**src/rtl/core/bsdm_pkg.sv**
```systemverilog
// shared types, codes and constants of the block sparse times dense multiply core
package bsdm_pkg;

  localparam int MAX_ROWS_DEF        = 64;
  localparam int MAX_COLS_DEF        = 64;
  localparam int MAX_B_COLS_DEF      = 16;
  localparam int MAX_BLOCK_WIDTH_DEF = 16;

  // configuration register widths
  localparam int BCOLS_W = 5;
  localparam int BW_W    = 5;
  localparam int ROWS_W  = 7;
  localparam int COLS_W  = 7;
  localparam int CFG_DW  = 7;

  // block_col * block_width + in_block_col
  localparam int KROW_W = 11;

  typedef enum logic [1:0] {
    REQ_WR_B = 2'd0,
    REQ_WR_C = 2'd1,
    REQ_ACC  = 2'd2,
    REQ_RD_C = 2'd3
  } req_type_t;

  typedef enum logic [1:0] {
    CFG_B_COLS      = 2'd0,
    CFG_BLOCK_WIDTH = 2'd1,
    CFG_ROW_COUNT   = 2'd2,
    CFG_COL_COUNT   = 2'd3
  } cfg_index_t;

  typedef enum logic [1:0] {
    S_IDLE,
    S_ACC,
    S_DRAIN,
    S_RESP
  } state_t;

  typedef struct packed {
    req_type_t          req_type;
    logic [5:0]         row_index;
    logic [3:0]         col_index;
    logic [5:0]         block_col;
    logic [3:0]         in_block_col;
    logic signed [31:0] value;
  } in_item_t;

  typedef struct packed {
    logic signed [63:0] read_value;
    logic               status;
  } out_item_t;

  function automatic int addr_width(int depth);
    return (depth > 1) ? $clog2(depth) : 1;
  endfunction

endpackage

```
**src/rtl/core/bsdm_mac.sv**
```systemverilog
// shared multiply-accumulate unit: registered product, then add into the C entry
module bsdm_mac #(
  parameter int AW = 10
) (
  input  logic               clk,
  input  logic               rst_n,
  input  logic               op_valid,
  input  logic signed [31:0] a,
  input  logic signed [31:0] b,
  input  logic [63:0]        c,
  input  logic [AW-1:0]      addr,
  output logic               wr_en,
  output logic [AW-1:0]      wr_addr,
  output logic [63:0]        wr_data
);

  import bsdm_pkg::*;

  logic               valid_r;
  logic signed [63:0] prod_r;
  logic signed [63:0] prod_nxt;
  logic [63:0]        c_r;
  logic [AW-1:0]      addr_r;

  // 32x32 signed product, sign-extended operands
  assign prod_nxt = 64'(a) * 64'(b);

  always_ff @(posedge clk) begin
    if (!rst_n) begin
      valid_r <= 1'b0;
    end else begin
      valid_r <= op_valid;
    end
  end

  always_ff @(posedge clk) begin
    if (op_valid) begin
      prod_r <= prod_nxt;
      c_r    <= c;
      addr_r <= addr;
    end
  end

  // wraps modulo 2^64
  assign wr_en   = valid_r;
  assign wr_addr = addr_r;
  assign wr_data = c_r + prod_r;

endmodule

```
**config.mk**
```make
export PLATFORM = sky130hd
export DESIGN_NAME = bsdm_mac
export DESIGN_NICKNAME = d
export VERILOG_FILES = /design/src/rtl/core/bsdm_pkg.sv /design/src/rtl/core/bsdm_mac.sv
export SDC_FILE = /design/constraint.sdc
export NUM_CORES = 2
export LEC_CHECK = 0
export BUFFER_PORTS_ARGS = -buffer_cell sky130_fd_sc_hd__buf_2
export CORE_AREA = 5 5 337 339
export DETAILED_ROUTE_END_ITERATION = 8
export DIE_AREA = 0 0 342 344
export GPL_TIMING_DRIVEN = 0
export MAX_ROUTING_LAYER = met4
export SYNTH_ARGS = -nofsm -noshare
export SYNTH_HDL_FRONTEND = slang
export SYNTH_SLANG_ARGS = --single-unit
```
**constraint.sdc**
```tcl
create_clock -name clk -period 11.8 [get_ports clk]
set_input_delay 1.18 -clock clk [delete_from_list [all_inputs] [get_ports clk]]
set_output_delay 1.18 -clock clk [all_outputs]
set_load 0.01 [all_outputs]
```
# After elaboration in Yosys (flattened, before gate mapping)
# Cells that the tools add are included.
# word_totals
ff_bits	139
input_bits	141
# classes
add_sub_neg	1
n_mul	1
# op_table
cell	n
64-bit adder	1
32-bit by 32-bit multiplier with 64-bit output	1

# Logic depth before layout (Yosys ltp)
# logic_depth
depth_word	1
mapped_depth	31
depth_no_buf	28

# Least setup slack after synthesis
# No wires, ideal clock.
# synth_path
kind	in2reg
from	input port a[31]
to	register prod_r[63] (data pin)
setup_ns	0.266
arrival_time_ns	8.346
required_ns	11.534
slack_ns	3.188
cell_stages	27
cell_sequence	clkbuf_1 nand2_1 inv_1 fa_1 inv_1 fa_1 inv_1 fa_1 fa_1 inv_1 fa_1 inv_1 fa_1 inv_1 fa_1 inv_1 fa_1 ha_1 a21o_1 o21bai_1 a21o_1 a21oi_1 o21ai_0 a21o_1 a21o_1 o41ai_1 xnor2_1
# synth_between
elab_chain_cells	1
# synth_rtl
element	line_no	source
from (decl)	bsdm_mac.sv:8	input logic signed [31:0] a,
32-bit by 32-bit multiplier with 64-bit output	bsdm_mac.sv:26	assign prod_nxt = 64'(a) * 64'(b);
via prod_nxt[63]	bsdm_mac.sv:21	logic signed [63:0] prod_nxt;
to (signal assigned)	bsdm_mac.sv:38	prod_r <= prod_nxt;
to (decl)	bsdm_mac.sv:20	logic signed [63:0] prod_r;
# The timed path passes the listed nets, and every way through them passes these cells.
# A chain may end at the register's enable or synchronous reset.

# Final worst setup path
# layout_path
from	input port b[5]
to	register prod_r[59] (data pin)
# layout_between
elab_chain_cells	1
# layout_rtl
element	line_no	source
from (decl)	bsdm_mac.sv:9	input logic signed [31:0] b,
32-bit by 32-bit multiplier with 64-bit output	bsdm_mac.sv:26	
via prod_nxt[59]	bsdm_mac.sv:21	
# The timed path passes the listed nets, and every way through them passes these cells.

==> results.json <==
{
  "die-area_um2": 118000,
  "crit_arrival_ps": 10520,
  "synth-simple-area-share_pct": 14.8,
  "fillers": 10829,
  "coreArea_um2": 110000,
  "synth_cell_types": 71,
  "clock_sinks": 139,
  "cts_resized": 0,
  "drc_errors": 0,
  "synth_seq_cells": 139,
  "synth-xor-area-share_pct": 2.67,
  "synthTopCellsByArea": "fa_1, edfxtp_1, inv_1",
  "firstDrtPassIters": 8,
  "viasPerCell": 5.26,
  "setup_tns_ps": 0,
  "max_freq_mhz": 96.9,
  "drtIter0Drc": 2528,
  "cap_violations": 0,
  "finalNetCount": 6166,
  "yosysSeqAreaShare_pct": 9.54,
  "drive_gt1_share_pct": 5.97,
  "yosysMostFrequentCell": "fa_1",
  "root_buffer": "clkbuf_16",
  "relSlewSlack_pct": 6.94,
  "syn_area_per_cell_um2": 9.79,
  "num_vias": 32661,
  "slew_violations": 0,
  "num_io_pins": 216,
  "cts_tree": "yes",
  "place_congestion": 1.01,
  "cts_made_buffers": 17,
  "wl_um": 155000,
  "synthCells": 4460,
  "path_clk_slew_ps": 70,
  "netlist.area_leader.share_pct": 49.7,
  "ys_warn_count": 0,
  "synth_commonest_cells": "fa_1, inv_1, nand2_1, and2_1, ha_1",
  "finalSetupViolCount": 0,
  "grt_pass1_vias": 35772,
  "synthAdderAreaFrac_pct": 56.8,
  "final-hold-violation-count": 0,
  "post_cts_buffers": 0,
  "synth_top_family_by_area": "adder cells",
  "hpwlAfterDp_um": 129000,
  "cts.path.max_buffers": 2,
  "crit_type": "in -> reg",
  "critPathLaunchType": "primary input",
  "port_buffers": 215,
  "syn2layout_area_growth_pct": 8.28,
  "die_w_um": 342,
  "status": "complete, no violations",
  "syn_nets": 5931,
  "die_h_um": 344,
  "overflow": 0,
  "tightest_slew_ps": 1400,
  "synth_enable_flop_cells": 138,
  "hold_class": "in -> reg",
  "ctsHoldBuffers": 0,
  "grt_pass1_wl_um": 229000,
  "async_flop_share_pct": 0,
  "start_util_pct": 39.7,
  "cp.required_ps": 12000,
  "num_rows": 122,
  "crit_fanout": 10,
  "routedWlPerCell_um": 25.0,
  "end_kind": "flop",
  "synth-compound-area-share_pct": 6.00,
  "grt_max_degree": 95,
  "antenna_found_initial": 20,
  "synth.largest_area_cell": "fa_1",
  "detail-route-antenna-nets": 0,
  "period_minus_slack_ps": 10320,
  "ys.flop_type": "edfxtp_1",
  "holdWs_ps": 892,
  "syn_area_um2": 43600,
  "track_usage_pct": 27.7,
  "htreeDepth": 4,
  "rsz0062_at_grt": "false",
  "synthMuxAreaShare_pct": 0,
  "period_share_pct": 87.4
}
[critical path, stage by stage]
cell      delay, ps
buf_2           190
clkbuf_1        890
nand2_1         310
inv_1           170
fa_1            410
inv_1           290
fa_1            480
inv_1           280
fa_1            520
fa_1            910
inv_1           430
fa_1            600
inv_1            60
fa_1            520
inv_1            50
fa_1            480
inv_1            50
fa_1            440
ha_1            360
nand3_1         150
or3b_2          140
a31oi_1          60
o41ai_1         810
nor2_1          110
a211oi_2        330
o21ai_1         120
xor2_1          150
[registers in the layout, indices dropped and copies added (netlist names)]
register / flops
c_r: 64
prod_r: 64
wr_addr: 10
wr_en: 1
[stage by stage]
step	worst slack, ps	util, %	instances	instance area, um2
after detailed placement	1090	42.4	6164	46600
after global placement	1100	42.3	6163	46600
after CTS	1580	42.9	6196	47200
final	1480	42.9	6211	47300
after global routing	1110	42.9	6201	47200
after floorplan	3190	-	4460	43600
[cells in the final DEF (no fill, tap or decap), types with 5 or more instances in the layout]
cell | Yosys | routed
fa_1 | 1083 | 1082
inv_1 | 962 | 962
nand2_1 | 536 | 536
and2_1 | 520 | 520
ha_1 | 247 | 247
buf_2 | 4 | 218
clkbuf_1 | 215 | 217
edfxtp_1 | 138 | 138
a21oi_1 | 112 | 112
a21o_1 | 94 | 94
xnor2_1 | 84 | 84
nor2_1 | 83 | 83
xor2_1 | 49 | 49
o21ai_0 | 45 | 45
nand2b_1 | 26 | 26
nand3_1 | 26 | 26
nand4_1 | 24 | 24
nor2b_1 | 18 | 18
o21bai_1 | 17 | 17
clkbuf_16 | 0 | 17
diode_2 | 0 | 15
o21ai_1 | 15 | 15
nor3_1 | 14 | 14
o21a_1 | 13 | 13
a211oi_1 | 12 | 12
a31oi_1 | 10 | 10
and3_1 | 8 | 8
a21boi_1 | 6 | 6
a21oi_2 | 6 | 6
a211oi_2 | 5 | 5
and4_1 | 5 | 5
o31ai_1 | 5 | 5
o211ai_1 | 5 | 5
[final cells by class]
type / instances / area, um2 / area share, %
multi-input combinational: 3133 / 35000 / 74.1
sequential: 139 / 4160 / 8.81
inverter: 963 / 3610 / 7.65
tap: 1488 / 1860 / 3.94
timing repair buffer: 216 / 1110 / 2.35
buffer: 225 / 868 / 1.84
clock buffer: 19 / 433 / 0.916
clock inverter: 13 / 168 / 0.355
antenna: 15 / 37.5 / 0.0794
[metal layers]
layer  vias up  part of all wire [%]  global-route usage (%)  wire length, um
met5         -                     0                       -                0
met4         0                   8.0                    17.3            12400
met3       441                   8.9                    6.12            13900
met2      1568                    46                    44.4            72200
met1     16877                    37                    32.0            56900
li1      13775                     -                       -                -
[path summary, 6_finish.rpt]
path	startpoint	slack, ps	endpoint	cells past startpoint
setup / recovery	b[5]	1480	prod_r[59]	27
hold / removal	c[63]	890	c_r[63]	1
[logic make-up after synthesis]
family                   Yosys count
XOR/XNOR                         133
buffers and inverters           1188
flip-flops                       139
AND/OR/NAND/NOR                 1279
adder cells (fa/ha/maj)         1330
AO/OA/AOI/OAI                    391
Power is left out: the tool's default activity adds up to more than one toggle a clock period on the data nets, which glitch-free logic cannot reach.
